===== src/hw/rtl/swat_pkg.sv =====
// Shared types, constants and microcode codes of the sliding window ack tracker.
package swat_pkg;

	localparam int WINDOW = 32;
	localparam int SEQ_W  = 32;
	localparam int MASK_W = 32;
	localparam int IDX_W  = $clog2(MASK_W);
	localparam int CNT_W  = $clog2(WINDOW + 1);
	localparam int OPND_W = SEQ_W + 1;
	localparam int PC_W   = 3;

	localparam logic [MASK_W-1:0] KEEP_MASK = MASK_W'((64'd1 << WINDOW) - 64'd1);

	localparam logic [1:0] ACT_OBSERVE = 2'd0;
	localparam logic [1:0] ACT_MERGE   = 2'd1;
	localparam logic [1:0] ACT_QUERY   = 2'd2;

	localparam logic [1:0] OBS_NONE   = 2'd0;
	localparam logic [1:0] OBS_ALL    = 2'd1;
	localparam logic [1:0] OBS_MASKED = 2'd2;

	localparam logic [1:0] OPND_HOLD = 2'd0;
	localparam logic [1:0] OPND_BASE = 2'd1;
	localparam logic [1:0] OPND_INC  = 2'd2;

	localparam logic [1:0] CNT_HOLD = 2'd0;
	localparam logic [1:0] CNT_LOAD = 2'd1;
	localparam logic [1:0] CNT_DEC  = 2'd2;

	localparam logic [2:0] JC_NEXT      = 3'd0;
	localparam logic [2:0] JC_ALWAYS    = 3'd1;
	localparam logic [2:0] JC_DISPATCH  = 3'd2;
	localparam logic [2:0] JC_RNEW_ZERO = 3'd3;
	localparam logic [2:0] JC_CNT_MORE  = 3'd4;
	localparam logic [2:0] JC_OUT_BUSY  = 3'd5;

	localparam logic [PC_W-1:0] U_IDLE  = 3'd0;
	localparam logic [PC_W-1:0] U_OBS   = 3'd1;
	localparam logic [PC_W-1:0] U_MRG0  = 3'd2;
	localparam logic [PC_W-1:0] U_MRGL  = 3'd3;
	localparam logic [PC_W-1:0] U_MRGN  = 3'd4;
	localparam logic [PC_W-1:0] U_QRY   = 3'd5;
	localparam logic [PC_W-1:0] U_SPARE = 3'd6;
	localparam logic [PC_W-1:0] U_DONE  = 3'd7;

	typedef struct packed {
		logic [1:0]        action;
		logic [SEQ_W-1:0]  sequence_req;
		logic [SEQ_W-1:0]  reported_newest;
		logic [MASK_W-1:0] reported_mask;
	} req_t;

	typedef struct packed {
		logic              confirmed;
		logic              expired;
		logic [SEQ_W-1:0]  newest_sequence;
		logic [MASK_W-1:0] received_mask;
	} rsp_t;

	typedef struct packed {
		logic [1:0]      obs;
		logic [1:0]      opnd;
		logic [1:0]      cnt;
		logic            qry;
		logic            out_en;
		logic [2:0]      jc;
		logic [PC_W-1:0] tgt;
	} ctrl_t;

	typedef struct packed {
		logic       accept;
		logic [1:0] action;
		logic       rnew_zero;
		logic       cnt_more;
		logic       out_busy;
	} stat_t;

endpackage


===== src/hw/rtl/swat_seq.sv =====
// Microcode sequencer: step counter, control store and jump logic.
module swat_seq (
	input  logic            clk,
	input  logic            arst_n,
	input  swat_pkg::stat_t stat,
	output swat_pkg::ctrl_t ctrl,
	output logic            idle
);
	import swat_pkg::*;

	logic [PC_W-1:0] pc_q;
	logic [PC_W-1:0] pc_next;
	logic [PC_W-1:0] pc_inc;
	logic [PC_W-1:0] dispatch;

	function automatic ctrl_t rom(input logic [PC_W-1:0] pc);
		ctrl_t w;
		w = '{obs: OBS_NONE, opnd: OPND_HOLD, cnt: CNT_HOLD, qry: 1'b0, out_en: 1'b0,
			jc: JC_ALWAYS, tgt: U_DONE};
		case (pc)
			U_IDLE: begin
				w.jc  = JC_DISPATCH;
				w.tgt = U_IDLE;
			end
			U_OBS: begin
				w.obs = OBS_ALL;
			end
			U_MRG0: begin
				w.opnd = OPND_BASE;
				w.cnt  = CNT_LOAD;
				w.jc   = JC_RNEW_ZERO;
			end
			U_MRGL: begin
				w.obs  = OBS_MASKED;
				w.opnd = OPND_INC;
				w.cnt  = CNT_DEC;
				w.jc   = JC_CNT_MORE;
				w.tgt  = U_MRGL;
			end
			U_MRGN: begin
				w.obs = OBS_ALL;
			end
			U_QRY: begin
				w.qry = 1'b1;
			end
			U_SPARE: begin
				w.jc = JC_ALWAYS;
			end
			U_DONE: begin
				w.out_en = 1'b1;
				w.jc     = JC_OUT_BUSY;
				w.tgt    = U_DONE;
			end
			default: begin
				w.jc  = JC_ALWAYS;
				w.tgt = U_IDLE;
			end
		endcase
		return w;
	endfunction

	assign ctrl   = rom(pc_q);
	assign idle   = (pc_q == U_IDLE);
	assign pc_inc = pc_q + PC_W'(1);

	always_comb begin
		case (stat.action)
			ACT_OBSERVE: dispatch = U_OBS;
			ACT_MERGE:   dispatch = U_MRG0;
			ACT_QUERY:   dispatch = U_QRY;
			default:     dispatch = U_DONE;
		endcase
	end

	always_comb begin
		case (ctrl.jc)
			JC_NEXT:      pc_next = pc_inc;
			JC_ALWAYS:    pc_next = ctrl.tgt;
			JC_DISPATCH:  pc_next = stat.accept ? dispatch : ctrl.tgt;
			JC_RNEW_ZERO: pc_next = stat.rnew_zero ? ctrl.tgt : pc_inc;
			JC_CNT_MORE:  pc_next = stat.cnt_more ? ctrl.tgt : pc_inc;
			JC_OUT_BUSY:  pc_next = stat.out_busy ? ctrl.tgt : pc_inc;
			default:      pc_next = U_IDLE;
		endcase
	end

	always_ff @(posedge clk or negedge arst_n) begin
		if (!arst_n) begin
			pc_q <= U_IDLE;
		end else begin
			pc_q <= pc_next;
		end
	end

endmodule


===== src/hw/rtl/swat_dp.sv =====
// Datapath: tracker state, operand and counter registers, observe and query logic.
module swat_dp (
	input  logic                    clk,
	input  logic                    arst_n,
	input  logic                    accept,
	input  swat_pkg::req_t          req_data,
	input  swat_pkg::ctrl_t         ctrl,
	output logic                    rnew_zero,
	output logic                    cnt_more,
	output swat_pkg::rsp_t          result
);
	import swat_pkg::*;

	req_t              in_q;
	logic [OPND_W-1:0] opnd_q;
	logic [CNT_W-1:0]  cnt_q;
	logic [SEQ_W-1:0]  newest_q;
	logic [MASK_W-1:0] mask_q;
	logic              conf_q;
	logic              exp_q;

	logic [SEQ_W-1:0]  seq;
	logic [SEQ_W-1:0]  up;
	logic [SEQ_W-1:0]  dn;
	logic [IDX_W-1:0]  up_idx;
	logic [IDX_W-1:0]  dn_idx;
	logic [IDX_W-1:0]  bit_idx;
	logic              opnd_pos;
	logic              take;
	logic              obs_do;
	logic [SEQ_W-1:0]  newest_nx;
	logic [MASK_W-1:0] mask_nx;
	logic              conf_nx;
	logic              exp_nx;

	assign seq      = opnd_q[SEQ_W-1:0];
	assign up       = seq - newest_q;
	assign dn       = newest_q - seq;
	assign up_idx   = IDX_W'(up - SEQ_W'(1));
	assign dn_idx   = IDX_W'(dn - SEQ_W'(1));
	assign bit_idx  = IDX_W'(cnt_q - CNT_W'(1));
	assign opnd_pos = !opnd_q[OPND_W-1] && (seq != '0);
	assign take     = opnd_pos && in_q.reported_mask[bit_idx];
	assign obs_do   = (ctrl.obs == OBS_ALL) || ((ctrl.obs == OBS_MASKED) && take);

	assign rnew_zero = (in_q.reported_newest == '0);
	assign cnt_more  = (cnt_q != CNT_W'(1));

	always_comb begin
		newest_nx = newest_q;
		mask_nx   = mask_q;
		if (seq == '0) begin
			newest_nx = newest_q;
		end else if (newest_q == '0) begin
			newest_nx = seq;
			mask_nx   = '0;
		end else if (seq > newest_q) begin
			newest_nx = seq;
			if (up < SEQ_W'(WINDOW)) begin
				mask_nx = ((mask_q << IDX_W'(up)) | (MASK_W'(1) << up_idx)) & KEEP_MASK;
			end else if (up == SEQ_W'(WINDOW)) begin
				mask_nx = (MASK_W'(1) << IDX_W'(WINDOW - 1)) & KEEP_MASK;
			end else begin
				mask_nx = '0;
			end
		end else if ((seq < newest_q) && (dn <= SEQ_W'(WINDOW))) begin
			mask_nx = (mask_q | (MASK_W'(1) << dn_idx)) & KEEP_MASK;
		end
	end

	always_comb begin
		conf_nx = 1'b0;
		exp_nx  = 1'b0;
		if ((seq != '0) && (newest_q != '0)) begin
			if (seq == newest_q) begin
				conf_nx = 1'b1;
			end else if (seq < newest_q) begin
				if (dn > SEQ_W'(WINDOW)) begin
					exp_nx = 1'b1;
				end else begin
					conf_nx = mask_q[dn_idx];
				end
			end
		end
	end

	always_ff @(posedge clk or negedge arst_n) begin
		if (!arst_n) begin
			newest_q <= '0;
			mask_q   <= '0;
		end else if (obs_do) begin
			newest_q <= newest_nx;
			mask_q   <= mask_nx;
		end
	end

	always_ff @(posedge clk) begin
		if (accept) begin
			in_q   <= req_data;
			opnd_q <= {1'b0, req_data.sequence_req};
			conf_q <= 1'b0;
			exp_q  <= 1'b0;
		end else begin
			case (ctrl.opnd)
				OPND_BASE: opnd_q <= {1'b0, in_q.reported_newest} - OPND_W'(WINDOW);
				OPND_INC:  opnd_q <= opnd_q + OPND_W'(1);
				default:   opnd_q <= opnd_q;
			endcase
			if (ctrl.qry) begin
				conf_q <= conf_nx;
				exp_q  <= exp_nx;
			end
		end
		case (ctrl.cnt)
			CNT_LOAD: cnt_q <= CNT_W'(WINDOW);
			CNT_DEC:  cnt_q <= cnt_q - CNT_W'(1);
			default:  cnt_q <= cnt_q;
		endcase
	end

	assign result = '{confirmed: conf_q, expired: exp_q, newest_sequence: newest_q,
		received_mask: mask_q};

`ifndef NO_ASSERTIONS
	a_newest_monotonic: assert property (@(posedge clk) disable iff (!arst_n)
		1'b1 |=> (newest_q >= $past(newest_q)))
		else $error("newest sequence moved backward");

	a_merge_loop_bounded: assert property (@(posedge clk) disable iff (!arst_n)
		(ctrl.cnt == CNT_DEC) |-> (cnt_q != '0))
		else $error("merge loop counter underflow");
`endif

endmodule


===== src/hw/rtl/sliding_window_ack_tracker_top.sv =====
// Top level of the sliding window ack tracker: handshakes, sequencer, datapath, result register.
//
// One item is taken at a time; the block stalls its request side until the item's result
// has been placed in the result register, which holds it for the consumer while the next
// item is already accepted. An observe, a query and a merge with a zero reported newest
// each run their action's microcode step and then the done step, which loads the result
// register; an unused action goes straight to the done step. After the done step the
// sequencer returns to idle, where the next item is accepted. A merge steps the single
// observe unit through the microcode loop once per reported mask bit, oldest first,
// followed by the reported newest. A stalled result register holds the sequencer in the
// done step while it stays full.
module sliding_window_ack_tracker_top (
	input  logic           clk,
	input  logic           arst_n,
	input  logic           req_valid,
	output logic           req_stall,
	input  swat_pkg::req_t req_data,
	output logic           rsp_valid,
	input  logic           rsp_stall,
	output swat_pkg::rsp_t rsp_data
);
	import swat_pkg::*;

	ctrl_t ctrl;
	stat_t stat;
	rsp_t  result;
	logic  idle;
	logic  accept;
	logic  rnew_zero;
	logic  cnt_more;
	logic  out_busy;
	logic  out_load;
	logic  rsp_valid_q;
	rsp_t  rsp_q;

	assign req_stall = !idle;
	assign accept    = req_valid && idle;
	assign out_busy  = rsp_valid_q && rsp_stall;
	assign out_load  = ctrl.out_en && !out_busy;

	assign stat = '{accept: accept, action: req_data.action, rnew_zero: rnew_zero,
		cnt_more: cnt_more, out_busy: out_busy};

	swat_seq u_seq (
		.clk    (clk),
		.arst_n (arst_n),
		.stat   (stat),
		.ctrl   (ctrl),
		.idle   (idle)
	);

	swat_dp u_dp (
		.clk       (clk),
		.arst_n    (arst_n),
		.accept    (accept),
		.req_data  (req_data),
		.ctrl      (ctrl),
		.rnew_zero (rnew_zero),
		.cnt_more  (cnt_more),
		.result    (result)
	);

	always_ff @(posedge clk or negedge arst_n) begin
		if (!arst_n) begin
			rsp_valid_q <= 1'b0;
		end else if (out_load) begin
			rsp_valid_q <= 1'b1;
		end else if (!rsp_stall) begin
			rsp_valid_q <= 1'b0;
		end
	end

	always_ff @(posedge clk) begin
		if (out_load) begin
			rsp_q <= result;
		end
	end

	assign rsp_valid = rsp_valid_q;
	assign rsp_data  = rsp_q;

`ifndef NO_ASSERTIONS
	a_accept_then_busy: assert property (@(posedge clk) disable iff (!arst_n)
		(req_valid && !req_stall) |=> req_stall)
		else $error("item accepted without entering the program");

	a_flags_exclusive: assert property (@(posedge clk) disable iff (!arst_n)
		rsp_valid |-> !(rsp_data.confirmed && rsp_data.expired))
		else $error("result both confirmed and expired");

	a_done_waits: assert property (@(posedge clk) disable iff (!arst_n)
		(ctrl.out_en && out_busy) |=> (rsp_valid && $stable(rsp_data) && req_stall))
		else $error("result overwritten or block released while consumer stalls");
`endif

endmodule

===== config.mk =====
export PLATFORM = sky130hd
export DESIGN_NAME = sliding_window_ack_tracker_top
export DESIGN_NICKNAME = d
export VERILOG_FILES = /design/src/hw/rtl/swat_pkg.sv /design/src/hw/rtl/swat_seq.sv /design/src/hw/rtl/swat_dp.sv /design/src/hw/rtl/sliding_window_ack_tracker_top.sv
export SDC_FILE = /design/constraint.sdc
export NUM_CORES = 1
export LEC_CHECK = 0
export BUFFER_PORTS_ARGS = -buffer_cell sky130_fd_sc_hd__buf_2
export CAP_MARGIN = 20
export CORE_MARGIN = 3
export CORE_UTILIZATION = 30
export DETAILED_ROUTE_END_ITERATION = 16
export HOLD_SLACK_MARGIN = 0.03
export PLACE_DENSITY_LB_ADDON = 0.25
export SKIP_CTS_REPAIR_TIMING = 1
export SLEW_MARGIN = 10
export SYNTH_ARGS = -nofsm -noshare
export SYNTH_HDL_FRONTEND = slang
export SYNTH_HIERARCHICAL = 1
export SYNTH_SLANG_ARGS = --single-unit

===== constraint.sdc =====
create_clock -name clk -period 4.2 [get_ports clk]
set_clock_uncertainty 0.15 [all_clocks]
set_input_delay 0.42 -clock clk [delete_from_list [all_inputs] [get_ports clk]]
set_output_delay 0.42 -clock clk [all_outputs]
set_load 0.01 [all_outputs]

==> impl_metrics.env <==
export IMPL_status="finished with violations"
export IMPL_violations="setup timing"
export IMPL_crit_path_end_kind="register"
export IMPL_grt_max_degree=69
export IMPL_gp_routability_congestion=0.943
export IMPL_cts_tree="done"
export IMPL_htree_levels=1
export IMPL_die_x_um=245
export IMPL_grt_pass1_vias=15100
export IMPL_initial_utilization_pct=30.7
export IMPL_cts_made_buffers=30
export IMPL_grt_pass1_wl_um=90300
export IMPL_synth_area_um2=17100
export IMPL_syn2layout_area_growth_pct=28.3
export IMPL_r2r_start="u_dp/newest_q[0]"
export IMPL_drv_slew=0
export IMPL_cp_arrival_ps=4580
export IMPL_cts_sinks=239
export IMPL_final_cells=2981
export IMPL_wl_per_cell_um=20.4
export IMPL_hold_viol=0
export IMPL_postSynthCellCount=1854
export IMPL_place_ws_ps=-153
export IMPL_viasPerCell=5.28
export IMPL_syn_nets=2042
export IMPL_start_kind="register"
export IMPL_cp_required_ps=4560
export IMPL_clock_latency_ps=610
export IMPL_period_share_pct=100
export IMPL_fp_row_count=86
export IMPL_via_count=15700
export IMPL_die_area_um2=60000
export IMPL_yosysWarnings=6
export IMPL_crit_path_max_fanout=8
export IMPL_setup_violations_final=12
export IMPL_nets=2397
export IMPL_min_from="req_data[96]"
export IMPL_drive_gt1_share_pct=21.9
export IMPL_critical_path_startpoint="u_dp/newest_q[0]"
export IMPL_avgSynthCellArea_um2=9.23
export IMPL_fmax_mhz=237
export IMPL_overflow=0
export IMPL_grt_setup_unrepaired="true"
export IMPL_worst_pin_slew_ps=1010
export IMPL_cts_buffer_depth=3
export IMPL_drt_total_wl_um=60900
export IMPL_drc=0
export IMPL_coreArea_um2=55700
export IMPL_maxCapViolCount=0
export IMPL_place_inst=2821
export IMPL_fin_crit_ps=4220
export IMPL_drtIter0Drc=1167
export IMPL_root_buffer="clkbuf_16"
export IMPL_ant_nets=0
export IMPL_critical_path_class="reg2reg"
export IMPL_dp_hpwl_um=45500
export IMPL_die_h_um=245
export IMPL_grt_usage_pct=19.2
export IMPL_portBuffers=169
export IMPL_hold_ws_ps=70.8
export IMPL_path_clk_slew_ps=60
export IMPL_antenna_found_initial=0
export IMPL_drt_pass1_iterations=5
export IMPL_hp_class="in2reg"
export IMPL_slew_headroom_pct=32.7
export IMPL_setup_ws_ps=-18.4
export IMPL_boundaryPins=170
export IMPL_fillCellCount=5685
export IMPL_antennaDiodeCount=0
-- worst paths after layout --
check | endpoint | slack, ps | cells after the start
min | u_seq/pc_q[1] | 70 | 5
min in group asynchronous | u_dp/newest_q[31] | 220 | 2
max reg2reg | u_dp/mask_q[11] | -20 | 15
max in group asynchronous | u_dp/newest_q[5] | 3090 | 3
max | u_dp/mask_q[11] | -20 | 15
min reg2reg | rsp_data[64] | 270 | 0
-- flip-flops by register name, indices dropped and copies added (netlist names) --
register and flops:
u_dp/conf_q 1, u_dp/exp_q 1, u_dp/opnd_q 33, rsp_valid 1
rsp_data 66, u_dp/mask_q 32, u_dp/cnt_q 6, u_dp/in_q 64
u_dp/newest_q 32, u_seq/pc_q 3
-- final cells by class --
type | count | area [um2] | share of cell area, %
inverter | 97 | 364 | 1.66
sequential | 239 | 6810 | 31.0
clock buffer | 31 | 764 | 3.48
timing repair buffer | 431 | 3200 | 14.6
clock inverter | 25 | 297 | 1.35
multi-input combinational | 1410 | 9590 | 43.7
tap | 748 | 936 | 4.26
-- layout by cell type, fill, tap and decap left out, types with 26 or more instances in the layout --
cell and instances:
o22ai_1 26, a21oi_1 151, nand2_1 232, nand3_1 45, mux2i_1 30, nor2_1 95, xnor2_1 66, o21a_1 33
dlygate4sd3_1 95, edfxtp_1 168, clkbuf_16 32, ha_1 82, inv_1 94, buf_4 156, dfrtp_1 67, o21ai_0 179
nand4_1 41, xor2_1 31, nor4_1 27, nor3_1 44, buf_2 168
-- metrics by stage --
| stage | area (um2) | TNS, ps | util [%] |
|---|---|---|---|
| 6_report | 22000 | -107 | 39.4 |
| 5_1_grt | 22000 | -2700 | 39.4 |
| 4_1_cts | 20800 | -5530 | 37.3 |
| 3_5_place_dp | 19700 | -3070 | 35.4 |
| 3_3_place_gp | 19700 | -4830 | 35.4 |
| 2_1_floorplan | 17100 | 0 | - |
-- metal layers --
metal	vias to the layer above	wire [um]	GRT usage [%]
met5	-	0	0
met4	0	1450	4.31
met3	79	2970	2.11
met2	482	29700	32.9
met1	7612	26700	26.0
li1	7572	-	-
-- critical path: stages, from the launching register on --
cell	delay (ps)
dfrtp_1	380
inv_1	60
ha_2	180
inv_2	40
fa_2	360
a21o_1	220
a221oi_4	370
nor3_2	60
or4_4	540
a211oi_4	270
mux2_4	330
nand3b_1	210
nor4_4	370
or2_4	280
clkbuf_16	190
o22a_2	130
Power is not shown: default switching activity piles up to over one toggle a cycle in this logic, so the estimate is an artifact.
